===== config.mk =====
export PLATFORM = sky130hd
export DESIGN_NAME = multirotor_motor_mixer
export DESIGN_NICKNAME = d
export VERILOG_FILES = /design/src/design/mmm_pkg.sv /design/src/design/multirotor_motor_mixer.sv /design/src/design/mmm_seq.sv /design/src/design/mmm_mult.sv /design/src/design/mmm_mix.sv /design/src/design/mmm_limit.sv
export VERILOG_INCLUDE_DIRS = /design/src /design/src/design
export SDC_FILE = /design/constraint.sdc
export NUM_CORES = 1
export LEC_CHECK = 0
export ABC_CLOCK_PERIOD_IN_PS = 16400
export BUFFER_PORTS_ARGS = -buffer_cell sky130_fd_sc_hd__buf_4
export CAP_MARGIN = 25
export CORE_MARGIN = 3
export CORE_UTILIZATION = 40
export CTS_BUF_LIST = sky130_fd_sc_hd__clkbuf_16
export DETAILED_ROUTE_END_ITERATION = 8
export GPL_ROUTABILITY_DRIVEN = 0
export PLACE_DENSITY_LB_ADDON = 0.3
export SETUP_SLACK_MARGIN = 0.15
export SLEW_MARGIN = 15
export SYNTH_ARGS = -nofsm -noshare
export SYNTH_HDL_FRONTEND = slang
export SYNTH_HIERARCHICAL = 1
export SYNTH_SLANG_ARGS = --single-unit

===== constraint.sdc =====
create_clock -name clk -period 16.4 [get_ports clk]
set_input_delay 3.28 -clock clk [delete_from_list [all_inputs] [get_ports clk]]
set_output_delay 3.28 -clock clk [all_outputs]
set_load 0.01 [all_outputs]

===== src/design/multirotor_motor_mixer_macros.svh =====
// Assertion macros used by the motor mixer top level.
`ifndef MULTIROTOR_MOTOR_MIXER_MACROS_SVH
`define MULTIROTOR_MOTOR_MIXER_MACROS_SVH

// Property checked on every rising clock edge outside reset.
`define MMM_ASSERT(label, prop, msg) \
    label: assert property (@(posedge clk) disable iff (!rst_n) prop) else $error(msg);

// Condition in one cycle implies a consequence in the next cycle.
`define MMM_ASSERT_NEXT(label, pre, post, msg) \
    `MMM_ASSERT(label, (pre) |=> (post), msg)

`endif


===== src/design/mmm_pkg.sv =====
// Types, constants and weight tables for the motor mixer.
`default_nettype none
package mmm_pkg;

    typedef enum logic [1:0] {
        REG_PULSE_MIN   = 2'd0,
        REG_PULSE_MAX   = 2'd1,
        REG_RUDDER_TRIM = 2'd2
    } cfg_reg_t;

    localparam logic [14:0] PULSE_MIN_RST   = 15'd2000;
    localparam logic [14:0] PULSE_MAX_RST   = 15'd4000;
    localparam logic [14:0] RUDDER_TRIM_RST = 15'd3000;
    localparam logic [14:0] PULSE_CEIL      = 15'h7fff;

    // Q15 weights: 0.866, 0.5, nearly one, minus one
    localparam logic signed [15:0] W866  = 16'sd28377;
    localparam logic signed [15:0] WHALF = 16'sd16384;
    localparam logic signed [15:0] WONE  = 16'sd32767;
    localparam logic signed [15:0] WNEG  = 16'sh8000;
    localparam logic signed [15:0] WZERO = 16'sd0;

    typedef struct packed {
        logic [14:0]        thr;
        logic signed [15:0] roll;
        logic signed [15:0] pitch;
        logic signed [15:0] yaw;
    } cmd_t;

    typedef struct packed {
        logic [2:0] index;
        logic       tail;
        logic       last;
    } tag_t;

    function automatic logic signed [15:0] cos_weight(input logic [2:0] rotors,
                                                      input logic [2:0] idx);
        logic signed [15:0] w;
        w = WZERO;
        case (rotors)
            3'd3:
            begin
                case (idx)
                    3'd0: w = W866;
                    3'd2: w = -W866;
                    default: w = WZERO;
                endcase
            end
            3'd6:
            begin
                case (idx)
                    3'd1, 3'd2: w = W866;
                    3'd4, 3'd5: w = -W866;
                    default: w = WZERO;
                endcase
            end
            default:
            begin
                case (idx)
                    3'd1: w = WONE;
                    3'd3: w = WNEG;
                    default: w = WZERO;
                endcase
            end
        endcase
        return w;
    endfunction

    function automatic logic signed [15:0] sin_weight(input logic [2:0] rotors,
                                                      input logic [2:0] idx);
        logic signed [15:0] w;
        w = WZERO;
        case (rotors)
            3'd3:
            begin
                case (idx)
                    3'd0, 3'd2: w = WHALF;
                    3'd1: w = WNEG;
                    default: w = WZERO;
                endcase
            end
            3'd6:
            begin
                case (idx)
                    3'd0: w = WONE;
                    3'd1, 3'd5: w = WHALF;
                    3'd2, 3'd4: w = -WHALF;
                    3'd3: w = WNEG;
                    default: w = WZERO;
                endcase
            end
            default:
            begin
                case (idx)
                    3'd0: w = WONE;
                    3'd2: w = WNEG;
                    default: w = WZERO;
                endcase
            end
        endcase
        return w;
    endfunction

endpackage
`default_nettype wire


===== src/design/multirotor_motor_mixer.sv =====
// Top level of the multirotor motor mixer.
// Each command accepted on the slave stream yields one pulse transaction per rotor on the
// master stream, in rotor order, with tlast on the final one; with three rotors a fourth
// transaction carries the tail servo pulse and tuser set. The sequencer issues one rotor
// slot per cycle while the output is not stalled, and the next command is taken in the
// cycle its final slot issues. Each result passes through a multiply stage, a mix stage,
// a clamp stage and the output register; backpressure freezes all stages together.
// Configuration writes take effect on the next edge and are meant for when the block is
// idle.
`default_nettype none
`include "multirotor_motor_mixer_macros.svh"
module multirotor_motor_mixer #(
    parameter int ROTOR_COUNT = 4
) (
    input  wire logic        clk,
    input  wire logic        rst_n,
    input  wire logic        cfg_wr_en,
    input  wire logic [1:0]  cfg_index,
    input  wire logic [14:0] cfg_data,
    input  wire logic        s_tvalid,
    output logic             s_tready,
    input  wire logic [63:0] s_tdata,   // throttle, roll_cmd, pitch_cmd, yaw_cmd, pad
    output logic             m_tvalid,
    input  wire logic        m_tready,
    output logic [23:0]      m_tdata,   // motor_index, pulse, pad
    output logic             m_tuser,   // is_tail
    output logic             m_tlast
);

    localparam int         TOTAL    = (ROTOR_COUNT == 3) ? 4 : ROTOR_COUNT;
    localparam logic [2:0] LAST_IDX = 3'(TOTAL - 1);

    logic [14:0] pulse_min_reg, pulse_max_reg, rudder_trim_reg;
    logic        adv;

    mmm_pkg::cmd_t      in_cmd, seq_cmd;
    mmm_pkg::tag_t      seq_tag, mul_tag, mix_tag, out_tag;
    logic               seq_valid, mul_valid, mix_valid, out_valid;
    logic [2:0]         seq_idx;
    logic [14:0]        mul_thr, out_pulse;
    logic signed [15:0] mul_yaw;
    logic signed [31:0] mul_prod_c, mul_prod_s;
    logic signed [17:0] mix_val;

    always_ff @(posedge clk or negedge rst_n)
    begin
        if (!rst_n)
        begin
            pulse_min_reg   <= mmm_pkg::PULSE_MIN_RST;
            pulse_max_reg   <= mmm_pkg::PULSE_MAX_RST;
            rudder_trim_reg <= mmm_pkg::RUDDER_TRIM_RST;
        end
        else if (cfg_wr_en)
        begin
            case (mmm_pkg::cfg_reg_t'(cfg_index))
                mmm_pkg::REG_PULSE_MIN:   pulse_min_reg   <= cfg_data;
                mmm_pkg::REG_PULSE_MAX:   pulse_max_reg   <= cfg_data;
                mmm_pkg::REG_RUDDER_TRIM: rudder_trim_reg <= cfg_data;
                default: ;
            endcase
        end
    end

    // advance every stage unless the output holds an untaken transaction
    assign adv = !out_valid || m_tready;

    assign in_cmd.thr   = s_tdata[14:0];
    assign in_cmd.roll  = s_tdata[30:15];
    assign in_cmd.pitch = s_tdata[46:31];
    assign in_cmd.yaw   = s_tdata[62:47];

    mmm_seq #(.ROTOR_COUNT(ROTOR_COUNT)) u_seq (
        .clk       (clk),
        .rst_n     (rst_n),
        .adv       (adv),
        .in_valid  (s_tvalid),
        .in_ready  (s_tready),
        .in_cmd    (in_cmd),
        .out_valid (seq_valid),
        .out_cmd   (seq_cmd),
        .out_tag   (seq_tag),
        .idx       (seq_idx)
    );

    mmm_mult #(.ROTOR_COUNT(ROTOR_COUNT)) u_mult (
        .clk        (clk),
        .rst_n      (rst_n),
        .adv        (adv),
        .in_valid   (seq_valid),
        .in_cmd     (seq_cmd),
        .in_tag     (seq_tag),
        .out_valid  (mul_valid),
        .out_tag    (mul_tag),
        .out_thr    (mul_thr),
        .out_yaw    (mul_yaw),
        .out_prod_c (mul_prod_c),
        .out_prod_s (mul_prod_s)
    );

    mmm_mix #(.ROTOR_COUNT(ROTOR_COUNT)) u_mix (
        .clk       (clk),
        .rst_n     (rst_n),
        .adv       (adv),
        .in_valid  (mul_valid),
        .in_tag    (mul_tag),
        .in_thr    (mul_thr),
        .in_yaw    (mul_yaw),
        .in_prod_c (mul_prod_c),
        .in_prod_s (mul_prod_s),
        .out_valid (mix_valid),
        .out_tag   (mix_tag),
        .out_mix   (mix_val)
    );

    mmm_limit u_limit (
        .clk         (clk),
        .rst_n       (rst_n),
        .adv         (adv),
        .in_valid    (mix_valid),
        .in_tag      (mix_tag),
        .in_mix      (mix_val),
        .pulse_min   (pulse_min_reg),
        .pulse_max   (pulse_max_reg),
        .rudder_trim (rudder_trim_reg),
        .out_valid   (out_valid),
        .out_tag     (out_tag),
        .out_pulse   (out_pulse)
    );

    assign m_tvalid = out_valid;
    assign m_tdata  = {6'd0, out_pulse, out_tag.index};
    assign m_tuser  = out_tag.tail;
    assign m_tlast  = out_tag.last;

    `MMM_ASSERT_NEXT(a_accept_starts_rotor0, s_tvalid && s_tready, seq_valid && (seq_idx == 3'd0), "accepted command did not start at rotor zero")
    `MMM_ASSERT(a_slot_in_range, seq_valid |-> (seq_idx <= LAST_IDX), "rotor slot beyond the last one")
    `MMM_ASSERT(a_tail_is_last, (m_tvalid && m_tuser) |-> (m_tlast && (m_tdata[2:0] == 3'd0)), "tail result not last or index not zero")

endmodule
`default_nettype wire


===== src/design/mmm_seq.sv =====
// Command register and rotor sequencer: issues one rotor slot per cycle while adv is high.
`default_nettype none
module mmm_seq #(
    parameter int ROTOR_COUNT = 4
) (
    input  wire logic          clk,
    input  wire logic          rst_n,
    input  wire logic          adv,
    input  wire logic          in_valid,
    output logic               in_ready,
    input  wire mmm_pkg::cmd_t in_cmd,
    output logic               out_valid,
    output mmm_pkg::cmd_t      out_cmd,
    output mmm_pkg::tag_t      out_tag,
    output logic [2:0]         idx
);

    localparam int         TOTAL    = (ROTOR_COUNT == 3) ? 4 : ROTOR_COUNT;
    localparam logic [2:0] LAST_IDX = 3'(TOTAL - 1);

    logic          busy_reg, busy_next;
    logic [2:0]    idx_reg, idx_next;
    mmm_pkg::cmd_t cmd_reg, cmd_next;
    logic          at_last;
    logic          accept;

    assign at_last  = (idx_reg == LAST_IDX);
    assign in_ready = adv && (!busy_reg || at_last);
    assign accept   = in_valid && in_ready;

    always_comb
    begin
        busy_next = busy_reg;
        idx_next  = idx_reg;
        cmd_next  = cmd_reg;
        if (accept)
        begin
            busy_next = 1'b1;
            idx_next  = 3'd0;
            cmd_next  = in_cmd;
        end
        else if (busy_reg && adv)
        begin
            if (at_last)
            begin
                busy_next = 1'b0;
            end
            else
            begin
                idx_next = idx_reg + 3'd1;
            end
        end
    end

    always_ff @(posedge clk or negedge rst_n)
    begin
        if (!rst_n)
        begin
            busy_reg <= 1'b0;
            idx_reg  <= 3'd0;
        end
        else
        begin
            busy_reg <= busy_next;
            idx_reg  <= idx_next;
        end
    end

    always_ff @(posedge clk)
    begin
        cmd_reg <= cmd_next;
    end

    assign out_valid     = busy_reg;
    assign out_cmd       = cmd_reg;
    assign out_tag.tail  = (ROTOR_COUNT == 3) && at_last;
    assign out_tag.index = out_tag.tail ? 3'd0 : idx_reg;
    assign out_tag.last  = at_last;
    assign idx           = idx_reg;

endmodule
`default_nettype wire


===== src/design/mmm_mult.sv =====
// Stage one: weight lookup and the two Q15 products.
`default_nettype none
module mmm_mult #(
    parameter int ROTOR_COUNT = 4
) (
    input  wire logic          clk,
    input  wire logic          rst_n,
    input  wire logic          adv,
    input  wire logic          in_valid,
    input  wire mmm_pkg::cmd_t in_cmd,
    input  wire mmm_pkg::tag_t in_tag,
    output logic               out_valid,
    output mmm_pkg::tag_t      out_tag,
    output logic [14:0]        out_thr,
    output logic signed [15:0] out_yaw,
    output logic signed [31:0] out_prod_c,
    output logic signed [31:0] out_prod_s
);

    logic                valid_reg;
    mmm_pkg::tag_t       tag_reg;
    logic [14:0]         thr_reg;
    logic signed [15:0]  yaw_reg;
    logic signed [31:0]  prod_c_reg, prod_c_next;
    logic signed [31:0]  prod_s_reg, prod_s_next;
    logic signed [15:0]  wc, ws;

    always_comb
    begin
        // tail slot carries no roll or pitch term
        if (in_tag.tail)
        begin
            wc = mmm_pkg::WZERO;
            ws = mmm_pkg::WZERO;
        end
        else
        begin
            wc = mmm_pkg::cos_weight(3'(ROTOR_COUNT), in_tag.index);
            ws = mmm_pkg::sin_weight(3'(ROTOR_COUNT), in_tag.index);
        end
        prod_c_next = wc * in_cmd.roll;
        prod_s_next = ws * in_cmd.pitch;
    end

    always_ff @(posedge clk or negedge rst_n)
    begin
        if (!rst_n)
        begin
            valid_reg <= 1'b0;
        end
        else if (adv)
        begin
            valid_reg <= in_valid;
        end
    end

    always_ff @(posedge clk)
    begin
        if (adv)
        begin
            tag_reg    <= in_tag;
            thr_reg    <= in_cmd.thr;
            yaw_reg    <= in_cmd.yaw;
            prod_c_reg <= prod_c_next;
            prod_s_reg <= prod_s_next;
        end
    end

    assign out_valid  = valid_reg;
    assign out_tag    = tag_reg;
    assign out_thr    = thr_reg;
    assign out_yaw    = yaw_reg;
    assign out_prod_c = prod_c_reg;
    assign out_prod_s = prod_s_reg;

endmodule
`default_nettype wire


===== src/design/mmm_mix.sv =====
// Stage two: sum products, take the Q15 high half, mix throttle and yaw.
`default_nettype none
module mmm_mix #(
    parameter int ROTOR_COUNT = 4
) (
    input  wire logic               clk,
    input  wire logic               rst_n,
    input  wire logic               adv,
    input  wire logic               in_valid,
    input  wire mmm_pkg::tag_t      in_tag,
    input  wire logic [14:0]        in_thr,
    input  wire logic signed [15:0] in_yaw,
    input  wire logic signed [31:0] in_prod_c,
    input  wire logic signed [31:0] in_prod_s,
    output logic                    out_valid,
    output mmm_pkg::tag_t           out_tag,
    output logic signed [17:0]      out_mix
);

    logic                valid_reg;
    mmm_pkg::tag_t       tag_reg;
    logic signed [17:0]  mix_reg, mix_next;
    logic [31:0]         acc;
    logic signed [17:0]  hi_x, thr_x, yaw_x, base;

    always_comb
    begin
        acc   = in_prod_c + in_prod_s;
        // bits 31..16 of the sum shifted left once
        hi_x  = {{2{acc[30]}}, acc[30:15]};
        thr_x = {3'b000, in_thr};
        yaw_x = {{2{in_yaw[15]}}, in_yaw};
        base  = thr_x - hi_x;
        if (in_tag.tail)
        begin
            mix_next = yaw_x;
        end
        else if (ROTOR_COUNT == 3)
        begin
            mix_next = base;
        end
        else if (in_tag.index[0])
        begin
            mix_next = base - yaw_x;
        end
        else
        begin
            mix_next = base + yaw_x;
        end
    end

    always_ff @(posedge clk or negedge rst_n)
    begin
        if (!rst_n)
        begin
            valid_reg <= 1'b0;
        end
        else if (adv)
        begin
            valid_reg <= in_valid;
        end
    end

    always_ff @(posedge clk)
    begin
        if (adv)
        begin
            tag_reg <= in_tag;
            mix_reg <= mix_next;
        end
    end

    assign out_valid = valid_reg;
    assign out_tag   = tag_reg;
    assign out_mix   = mix_reg;

endmodule
`default_nettype wire


===== src/design/mmm_limit.sv =====
// Stages three and four: clamp to the pulse window, add rudder trim to the tail pulse, output register.
`default_nettype none
module mmm_limit (
    input  wire logic               clk,
    input  wire logic               rst_n,
    input  wire logic               adv,
    input  wire logic               in_valid,
    input  wire mmm_pkg::tag_t      in_tag,
    input  wire logic signed [17:0] in_mix,
    input  wire logic [14:0]        pulse_min,
    input  wire logic [14:0]        pulse_max,
    input  wire logic [14:0]        rudder_trim,
    output logic                    out_valid,
    output mmm_pkg::tag_t           out_tag,
    output logic [14:0]             out_pulse
);

    logic               sat_valid_reg;
    mmm_pkg::tag_t      sat_tag_reg;
    logic [14:0]        sat_reg, sat_next;
    logic               out_valid_reg;
    mmm_pkg::tag_t      out_tag_reg;
    logic [14:0]        pulse_reg, pulse_next;
    logic signed [17:0] min_x, max_x, upper;
    logic [15:0]        tail_sum;

    always_comb
    begin
        min_x = {3'b000, pulse_min};
        max_x = {3'b000, pulse_max};
        // upper bound first, lower bound wins when the limits cross
        upper = (in_mix > max_x) ? max_x : in_mix;
        sat_next = (upper < min_x) ? pulse_min : upper[14:0];
    end

    always_comb
    begin
        tail_sum = {1'b0, rudder_trim} + {1'b0, sat_reg};
        if (sat_tag_reg.tail)
        begin
            pulse_next = tail_sum[15] ? mmm_pkg::PULSE_CEIL : tail_sum[14:0];
        end
        else
        begin
            pulse_next = sat_reg;
        end
    end

    always_ff @(posedge clk or negedge rst_n)
    begin
        if (!rst_n)
        begin
            sat_valid_reg <= 1'b0;
            out_valid_reg <= 1'b0;
        end
        else if (adv)
        begin
            sat_valid_reg <= in_valid;
            out_valid_reg <= sat_valid_reg;
        end
    end

    always_ff @(posedge clk)
    begin
        if (adv)
        begin
            sat_tag_reg <= in_tag;
            sat_reg     <= sat_next;
            out_tag_reg <= sat_tag_reg;
            pulse_reg   <= pulse_next;
        end
    end

    assign out_valid = out_valid_reg;
    assign out_tag   = out_tag_reg;
    assign out_pulse = pulse_reg;

endmodule
`default_nettype wire


==> metrics.md, run 1 <==
| Metric | Value |
|---|---|
| Status | finished clean |
| Finished Core Util | 45.0% |
| Number of synthesis warnings | 6 |
| HP Class | reg -> reg |
| Root Buffer | clkbuf_16 |
| Top Usage Layer GRT | met2 |
| DRC violations left | 0 |
| Worst path slowest cell | nor2_1 |
| GR Util met1 | 21.0% |
| Buffers on Ports | 106 |
| Hold Crit Start | u_limit/sat_tag_reg[4]$_DFFE_PP_ |
| Highest Clock Rate | 123 MHz |
| First-pass GRT wire length | 93.4 mm |
| Area growth, synth to finish | 10.9% |
| GRT overflow | 0 |
| Hold Path End | u_limit/out_tag[4]$_DFFE_PP_ |
| Post-DR wirelength/cell | 16.1 um |
| CTS tree | yes |
| Die Area | 70200 um^2 |
| Clock Sinks | 277 |
| Ant diodes | 0 |
| Minimum clock period | 8.10 ns |
| TritonCTS Buffers | 36 |
| Clock transition at the registers of the reported paths | 0.06 ns |
| Crit path max fanout | 15 |
| Clock tree buffer depth | 3 |
| Worst Setup End Kind | flip-flop |
| Max-cap check violation count | 0 |
| Initial antenna violation count | 1 |
| Die Ht | 265 um |
| Internal reg-to-reg setup slack | 8.30 ns |
| RSZ-0062 raised after global routing | no |
| Critical R2R Capture | u_mult/out_prod_c[30]$_DFFE_PP_ |
| Cells after Synth | 2475 |
| Startpoint Class | flip-flop |
| Buf+Inv Stages, Crit Path | 4 |
| GRT Util Overall | 16.4% |
| DRT antenna net count | 0 |
| Delay-heaviest family, CP | adder cells |
| Setup repair bufs after CTS | 0 |
| CTS H-Tree Depth | 2 |
| Final nets | 3252 |
| Cell Area, Synth | 26800 um^2 |
| DP Wirelength | 46.1 mm |
| Slew HR | 33.8% |
| Final Hold Viols | 0 |
| Die width | 265 um |
| Final max-slew violation count | 0 |
| Largest net degree at the start of global routing | 85 |
| Vias in the first global route | 18800 |
| Worst-skew pair later-pin latency | 0.56 ns |
| Hold path depth | 0 |
| Met3 Usage GRT | 2.07% |
| Initial core utilization | 40.6% |
| Final Setup Violations | 0 |
| Layout cells sized above 1 | 10.9% |
| R2R Path Start | u_seq/idx[2]$_DFFE_PN0P_ |
| Setup tns final | 0 ns |
| Met2 GRT Util | 29.2% |
| Critical Path RT | 16.66 ns |
| Drt first-iter violations | 877 |
| Post-CTS Resized | 0 |
| Setup CP Type | reg -> reg |
| Worst Reg-to-Reg Cells | 23 |
| 1st-pass router iterations | 5 |
| Worst path arrival time | 8.36 ns |
| Routed wire length | 56.3 mm |
| CP most frequent cell | fa_1 |
| CP max stage delay | 0.73 ns |
| Clock skew | 0.0265 ns |
| Rows | 94 |
| Total number of vias | 17600 |
| Worst-margin pin slew | 0.993 ns |
| Top-level I/O count | 114 |
| Core area | 66100 um^2 |
| Mean cell area of the mapped netlist | 10.8 um^2 |
| Drt via density | 5.04 |
| Cts hold-fix bufs | 0 |
| Period utilization | 49.4% |
| Cell chain of the critical path | nor2_1 -> nand2_1 -> nor2_1 -> nand2_1 -> fa_1 -> fa_1 -> inv_1 -> ha_1 -> xor2_1 -> inv_1 -> fa_1 -> fa_1 -> inv_1 -> fa_1 -> inv_1 -> ha_1 -> a21oi_1 -> o211a_1 -> o21ai_0 -> o211ai_1 -> and2_1 -> o21ai_1 -> o311ai_1 |
| Max FFs per register | 63 |
## worst max-delay path by stage
stage	end	cells after the start	start	slack (ns)
after floorplan	s_tready	2	m_tready	5.27
after global placement	u_mult/out_prod_c[30]$_DFFE_PP_	23	u_seq/idx[2]$_DFFE_PN0P_	8.40
after detailed placement	u_mult/out_prod_c[30]$_DFFE_PP_	24	u_seq/idx[2]$_DFFE_PN0P_	8.27
after CTS	u_mult/out_prod_c[30]$_DFFE_PP_	23	u_seq/idx[2]$_DFFE_PN0P_	8.20
after global routing	u_mult/out_prod_c[30]$_DFFE_PP_	23	u_seq/idx[2]$_DFFE_PN0P_	7.71
final	u_mult/out_prod_c[30]$_DFFE_PP_	23	u_seq/idx[2]$_DFFE_PN0P_	8.30
## cell type report
class / count / area [um^2]
clock buffers: 37 / 926
clock inverters: 29 / 235
fillers: 6096 / 36400
inverters: 511 / 1920
multi-input cells: 1652 / 16600
flip-flops and latches: 277 / 8080
well taps: 864 / 1080
repair buffers: 115 / 881
## through the flow
| step | instances | cell area [um^2] | worst slack (ns) | hold WS [ns] |
|---|---|---|---|---|
| finish | 3485 | 29700 | 8.30 | 0.419 |
| global route | 3485 | 29700 | 7.71 | 0.426 |
| CTS | 3483 | 29700 | 8.20 | 0.419 |
| detailed placement | 3417 | 28500 | 8.27 | 0.405 |
| global placement | 3416 | 28500 | 8.40 | 0.403 |
| floorplan | 2480 | 26800 | 5.27 | 0.400 |
## layer usage
layer,vias to the layer above,part of all wire [%]
met5,-,0
met4,0,2.5
met3,74,3.4
met2,283,50
met1,8713,45
li1,8506,-
## worst register-to-register path, cell delays in order (launching register included)
cell      delay, ns
dfrtp_1        0.46
nor2_1         0.48
nand2_1        0.20
nor2_1         0.73
nand2_1        0.29
fa_1           0.70
fa_1           0.72
inv_1          0.16
ha_1           0.33
xor2_1         0.25
inv_1          0.10
fa_1           0.50
fa_1           0.53
inv_1          0.05
fa_1           0.47
inv_1          0.04
ha_1           0.38
a21oi_1        0.11
o211a_1        0.22
o21ai_0        0.29
o211ai_1       0.22
and2_1         0.21
o21ai_1        0.22
o311ai_1       0.15
## layout by cell type, fill, tap and decap left out, types with 6 or more instances in the layout
| cell | count |
|---|---|
| nand2_1 | 120 |
| o211ai_1 | 8 |
| nor2b_1 | 15 |
| o21a_1 | 20 |
| a21o_1 | 53 |
| conb_1 | 7 |
| o22a_1 | 15 |
| o2111ai_1 | 6 |
| ha_1 | 283 |
| nor4_1 | 7 |
| and3_1 | 20 |
| xor2_1 | 43 |
| nor2_1 | 91 |
| o21ai_1 | 12 |
| o21ai_0 | 87 |
| inv_1 | 517 |
| nand4_1 | 11 |
| or2_2 | 7 |
| o21bai_1 | 14 |
| buf_4 | 113 |
| a31oi_1 | 10 |
| edfxtp_1 | 224 |
| mux2_1 | 13 |
| clkinv_1 | 7 |
| xnor2_1 | 128 |
| nand3_1 | 22 |
| a21oi_1 | 109 |
| and2_1 | 27 |
| a211oi_1 | 17 |
| nor3_1 | 22 |
| o31ai_1 | 8 |
| dfstp_2 | 19 |
| fa_1 | 290 |
| dfrtp_1 | 34 |
| nand2b_1 | 16 |
| o31a_1 | 7 |
| mux2_2 | 52 |
| clkbuf_16 | 37 |
Power of run 1 is left out: the tool's default activity adds up to more than one toggle a clock period on the data nets, which glitch-free logic cannot reach.
==> inputs of run 2 (changes only) <==
--- a/config.mk
+++ b/config.mk
@@ -6,7 +6,8 @@
 export SDC_FILE = /design/constraint.sdc
 export NUM_CORES = 1
 export LEC_CHECK = 0
-export ABC_CLOCK_PERIOD_IN_PS = 16400
+export ABC_AREA = 1
+export ABC_CLOCK_PERIOD_IN_PS = 8200
 export BUFFER_PORTS_ARGS = -buffer_cell sky130_fd_sc_hd__buf_4
 export CAP_MARGIN = 25
 export CORE_MARGIN = 3
==> constraint.sdc (replaced) <==
create_clock -name clk -period 8.2 [get_ports clk]
set_input_delay 1.64 -clock clk [delete_from_list [all_inputs] [get_ports clk]]
set_output_delay 1.64 -clock clk [all_outputs]
set_load 0.01 [all_outputs]
==> run 2 against run 1 <==
Area after synthesis up 8.4%. Register-to-register slack worse by 7.2 ns. Sequential cell count unchanged. Worst hold slack worse by 0.0032 ns. Clock skew up 0.0091 ns. Critical path type unchanged. Critical endpoint is now u_mult/out_prod_s[27]$_DFFE_PP_.
==> metrics.md, run 2 <==
| Metric | Value |
|---|---|
| Status | finished clean |
| Most common cell after layout, fill and taps aside | inv_1 |
| Post-DR wirelength/cell | 15.4 um (-4.5%) |
| Rows | 98 (+4.3%) |
| GRT overflow | 0 (unchanged) |
| Core area | 71700 um^2 (+8.5%) |
| Worst-skew pair later-pin latency | 0.56 ns (about the same) |
| Max-cap check violation count | 0 (unchanged) |
| Clock Sinks | 277 (unchanged) |
| Cell Area, Synth | 29100 um^2 (+8.4%) |
| First-pass GRT wire length | 110 mm (+18%) |
| Setup CP Type | reg -> reg |
| Setup repair bufs after CTS | 0 (unchanged) |
| Ant diodes | 0 (unchanged) |
| TritonCTS Buffers | 34 (-5.6%) |
| Vias in the first global route | 21600 (+15%) |
| HP Class | reg -> reg |
| Top-level I/O count | 114 (unchanged) |
| Routed wire length | 67.1 mm (+19%) |
| Initial core utilization | 40.5% (-0.054 points) |
| Buffers on Ports | 106 (unchanged) |
| Total number of vias | 21000 (+19%) |
| Clock tree buffer depth | 3 (unchanged) |
| DRT antenna net count | 0 (unchanged) |
| Drt via density | 4.82 (-4.3%) |
| Final Setup Violations | 0 (unchanged) |
| Final max-slew violation count | 0 (unchanged) |
| GRT Util Overall | 18.2% (+1.8 points) |
| CTS tree | yes |
| Die width | 276 um (+4.0%) |
| Critical Path RT | 8.48 ns (-8.18 ns) |
| Die Ht | 276 um (+4.0%) |
| Drt first-iter violations | 1233 (+41%) |
| Max FFs per register | 63 (unchanged) |
| Setup tns final | 0 ns (unchanged) |
| Clock transition at the registers of the reported paths | 0.05 ns (about the same) |
| Layout cells sized above 1 | 9.49% (-1.4 points) |
| Slew HR | 35.8% (+2.0 points) |
| Startpoint Class | flip-flop |
| Die Area | 76000 um^2 (+8.2%) |
| Area growth, synth to finish | 9.63% |
| Worst path arrival time | 7.43 ns (-0.93 ns) |
| RSZ-0062 raised after global routing | no |
| Final Hold Viols | 0 (unchanged) |
| Worst-margin pin slew | 0.964 ns (-0.0296 ns) |
| DP Wirelength | 56.2 mm (+22%) |
| Root Buffer | clkbuf_16 |
| Worst Setup End Kind | flip-flop |
| Clock skew | 0.0356 ns (+0.00907 ns) |
| Number of synthesis warnings | 6 (unchanged) |
| Mean cell area of the mapped netlist | 8.86 um^2 (-18%) |
| Final nets | 4038 (+24%) |
| DRC violations left | 0 (unchanged) |
| CTS H-Tree Depth | 2 (unchanged) |
| Most frequent cells in the layout | 719 x inv_1, 598 x nand2_1, 290 x fa_1 |
| Initial antenna violation count | 0 (-1) |
| 1st-pass router iterations | 5 (unchanged) |
| Crit path max fanout | 13 (-2) |
| Highest Clock Rate | 140 MHz (+13%) |
| Cts hold-fix bufs | 0 (unchanged) |
| Largest net degree at the start of global routing | 96 (+13%) |
| Cells after Synth | 3280 (+33%) |
| Minimum clock period | 7.14 ns (-0.958 ns) |
| Period utilization | 87.1% (+38 points) |
| Post-CTS Resized | 0 (unchanged) |
## run 2: changes by cell type in the layout (fill, tap and decap cells not counted), moves of 53 or more
cell,delta
nor2_1,+83
inv_1,+202
nand3_1,+102
xnor2_1,-83
a21oi_1,+53
nand2_1,+478
nand4_1,+56
xor2_1,+72
## run 2: per-layer routing
metal  share of wire, %  up-vias  track usage (%)
met2                 50      355             32.2
met4                3.2        0             5.68
li1                   -    10600                -
met3                3.8      106             2.38
met5                  0        -                0
met1                 43     9979             23.0
## run 2: per-stage QoR
stage	worst slack [ns]	area [um^2]	std cells	utilization (%)	hold WS, ns
finish	1.06	31900	4353	44.4	0.416
global route	0.515	31900	4353	44.4	0.419
CTS	0.992	31900	4353	44.4	0.418
detailed placement	1.09	30800	4293	43.0	0.405
global placement	1.13	30800	4293	43.0	0.402
floorplan	1.02	29100	3285	-	0.400
## run 2: worst paths after layout
check / cells after the start / startpoint / end / slack [ns]
max reg2reg: 23 / u_seq/idx[1]$_DFFE_PN0P_ / u_mult/out_prod_s[27]$_DFFE_PP_ / 1.06
min in group asynchronous: 1 / rst_n / rudder_trim_reg[0]$_DFFE_PN0P_ / 1.14
max: 23 / u_seq/idx[1]$_DFFE_PN0P_ / u_mult/out_prod_s[27]$_DFFE_PP_ / 1.06
min: 0 / u_seq/out_cmd[3]$_DFFE_PP_ / u_mult/out_yaw[3]$_DFFE_PP_ / 0.42
max in group asynchronous: 1 / rst_n / u_limit/sat_valid_reg$_DFFE_PN0P_ / 6.56
min reg2reg: 0 / u_seq/out_cmd[3]$_DFFE_PP_ / u_mult/out_yaw[3]$_DFFE_PP_ / 0.42
## run 2: layout make-up
cell class | instances | area (um^2)
Clock buffer | 35 | 876
Tap cell | 950 | 1190
Multi-Input combinational cell | 2216 | 17900
Sequential cell | 277 | 8080
Timing Repair Buffer | 109 | 818
Clock inverter | 25 | 189
Fill cell | 6994 | 39900
Inverter | 741 | 2790
## run 2: critical path, stage by stage (launching register included)
cell     delay [ns]
dfrtp_1        0.43
nor2_1         0.31
nand2_1        0.49
nor2_1         0.46
inv_1          0.11
fa_1           0.64
fa_1           0.68
inv_1          0.15
ha_1           0.33
a21o_1         0.21
fa_1           0.54
fa_1           0.60
fa_1           0.45
ha_1           0.39
nand2_2        0.17
inv_1          0.05
nand2_1        0.06
nand2_1        0.07
inv_1          0.11
nor2_1         0.05
o21ai_0        0.29
nand3_1        0.13
nand2_1        0.08
nand2_1        0.05
Power of run 2 is left out for the same reason.
==> inputs of run 3 (changes only) <==
--- a/config.mk
+++ b/config.mk
@@ -16,6 +16,7 @@
 export DETAILED_ROUTE_END_ITERATION = 8
 export GPL_ROUTABILITY_DRIVEN = 0
 export PLACE_DENSITY_LB_ADDON = 0.3
+export REMOVE_ABC_BUFFERS = 1
 export SETUP_SLACK_MARGIN = 0.15
 export SLEW_MARGIN = 15
 export SYNTH_ARGS = -nofsm -noshare
==> run 3 against run 2 <==
Register-to-register slack gained 0.17 ns. Non-clock buffer count grew 2. Worst hold slack lost 0.0032 ns. Sequential cell count is the same. Global-route usage shrank 0.32 points. Die area is the same. Cell count is essentially flat. Design area is essentially flat. Critical path type unchanged. Clock skew shrank 0.016 ns. Sequential share of layout area is essentially flat. Clock-buffer cell count is the same.
==> metrics.md, run 3 (synthesis gave the netlist of run 2 again) <==
| Metric | Value |
|---|---|
| Status | finished clean |
| Final max-slew violation count | 0 (unchanged) |
| Critical Path RT | 8.48 ns (about the same) |
| Clock transition at the registers of the reported paths | 0.06 ns (about the same) |
| Startpoint Class | flip-flop |
| Rows | 98 (unchanged) |
| Period utilization | 85.1% (-2.0 points) |
| Worst-margin pin slew | 0.940 ns (-0.0233 ns) |
| Routed wire length | 66.2 mm (-1.4%) |
| DRC violations left | 0 (unchanged) |
| Area after DPL | 30800 um^2 (about the same) |
| Fin worst setup slack | 1.22 ns (+0.167 ns) |
| DP Wirelength | 55.6 mm (-1.2%) |
| Root Buffer | clkbuf_16 |
| RSZ-0062 raised after global routing | no |
| GRT Util Overall | 17.9% (-0.32 points) |
| Fillcell total | 7114 (+1.7%) |
| Largest net degree at the start of global routing | 77 (-20%) |
| Layout cells sized above 1 | 9.51% (+0.018 points) |
| Die width | 276 um (unchanged) |
| Crit path max fanout | 13 (unchanged) |
| 1st-pass router iterations | 6 (+1) |
| HP Class | reg -> reg |
| CTS H-Tree Depth | 2 (unchanged) |
| Drt via density | 4.80 (-0.43%) |
| Final Setup Violations | 0 (unchanged) |
| Ant diodes | 0 (unchanged) |
| Core area | 71700 um^2 (unchanged) |
| Area growth, synth to finish | 9.70% (about the same) |
| Worst Setup End Kind | flip-flop |
| Final nets | 4040 (+0.050%) |
| GRT overflow | 0 (unchanged) |
| Placement Setup Slack | 1.13 ns (+0.0415 ns) |
| TritonCTS Buffers | 34 (unchanged) |
| Worst path arrival time | 7.26 ns (-0.17 ns) |
| Slew HR | 37.3% (+1.6 points) |
| Final instance area | 31900 um^2 (about the same) |
| Max-cap check violation count | 0 (unchanged) |
| Setup repair bufs after CTS | 0 (unchanged) |
| Drt first-iter violations | 1287 (+4.4%) |
| Post-CTS Resized | 0 (unchanged) |
| Highest Clock Rate | 143 MHz (+2.4%) |
| Top-level I/O count | 114 (unchanged) |
| Max FFs per register | 63 (unchanged) |
| Final Hold Viols | 0 (unchanged) |
| Most frequent cells in the layout | 722 x inv_1, 598 x nand2_1, 290 x fa_1 |
| Total number of vias | 20900 (-0.34%) |
| Most common cell after layout, fill and taps aside | inv_1 |
| Clock Sinks | 277 (unchanged) |
| Post-DR wirelength/cell | 15.2 um (-1.5%) |
| Minimum clock period | 6.98 ns (-0.167 ns) |
| Die Area | 76000 um^2 (unchanged) |
| Buffers on Ports | 106 (unchanged) |
| DRT antenna net count | 0 (unchanged) |
| Setup CP Type | reg -> reg |
| Clock skew | 0.0195 ns (-0.0161 ns) |
| Worst-skew pair later-pin latency | 0.55 ns (about the same) |
| Initial core utilization | 40.5% (unchanged) |
| CTS tree | yes |
| Die Ht | 276 um (unchanged) |
| Vias in the first global route | 21200 (-2.0%) |
| Clock tree buffer depth | 3 (unchanged) |
| Cts hold-fix bufs | 0 (unchanged) |
| Finished Core Util | 44.5% (about the same) |
| Initial antenna violation count | 0 (unchanged) |
| First-pass GRT wire length | 108 mm (-1.8%) |
==> run 3: cell types whose count changed in the layout (fill, tap and decap cells not counted) <==
cell        delta
clkinv_4       +2
clkinvlp_4     +2
clkinv_2       -4
inv_6          -1
buf_4          +2
inv_1          +3
nand2_8        -1
nand2_4        +1
==> run 3: path summary, 6_finish.rpt <==
path / slack, ns / end / cells after the start / startpoint
setup / recovery: 1.22 / u_mult/out_prod_s[30]$_DFFE_PP_ / 22 / u_seq/idx[1]$_DFFE_PN0P_
hold / removal: 0.41 / u_mult/out_thr[5]$_DFFE_PP_ / 0 / u_seq/out_cmd[53]$_DFFE_PP_
setup reg to reg: 1.22 / u_mult/out_prod_s[30]$_DFFE_PP_ / 22 / u_seq/idx[1]$_DFFE_PN0P_
hold reg to reg: 0.41 / u_mult/out_thr[5]$_DFFE_PP_ / 0 / u_seq/out_cmd[53]$_DFFE_PP_
max in group asynchronous: 6.52 / pulse_max_reg[2]$_DFFE_PN0P_ / 1 / rst_n
min in group asynchronous: 1.14 / rudder_trim_reg[12]$_DFFE_PN0P_ / 1 / rst_n
==> run 3: worst max-delay path, cell delays in order (launching register included) <==
cell     delay [ns]
dfrtp_1        0.43
nor2_1         0.19
nand2_1        0.48
nor2_1         0.59
fa_1           0.62
fa_1           0.63
inv_1          0.16
fa_1           0.67
inv_1          0.07
ha_1           0.29
a21oi_1        0.23
fa_1           0.46
fa_1           0.50
inv_1          0.04
ha_1           0.37
a21oi_1        0.24
o21ai_0        0.16
inv_1          0.10
nand2_1        0.10
a21oi_1        0.19
nand2_1        0.07
nand2_1        0.05
nand2_1        0.06
==> run 3: metal layers <==
metal	GRT usage (%)	share of wire (%)
met5	0	0
met2	32.5	51
met4	3.34	1.5
met1	23.0	44
met3	1.98	3.6
==> run 3: final cells by class <==
type,count,area (um^2),share of cell area (%)
clock buffers,35,876,2.75
inverters,741,2790,8.73
clock inverters,27,204,0.639
flip-flops and latches,277,8080,25.3
repair buffers,111,833,2.61
well taps,950,1190,3.73
multi-input cells,2216,17900,56.2
==> run 3: metrics by stage <==
stage	std cells	hold WS (ns)	setup TNS [ns]
6_report	4357	0.413	0
3_3_place_gp	4295	0.402	0
2_1_floorplan	3234	0.400	-43.37
4_1_cts	4357	0.418	0
5_1_grt	4357	0.420	0
3_5_place_dp	4295	0.405	0
Power of run 3 is left out for the same reason.
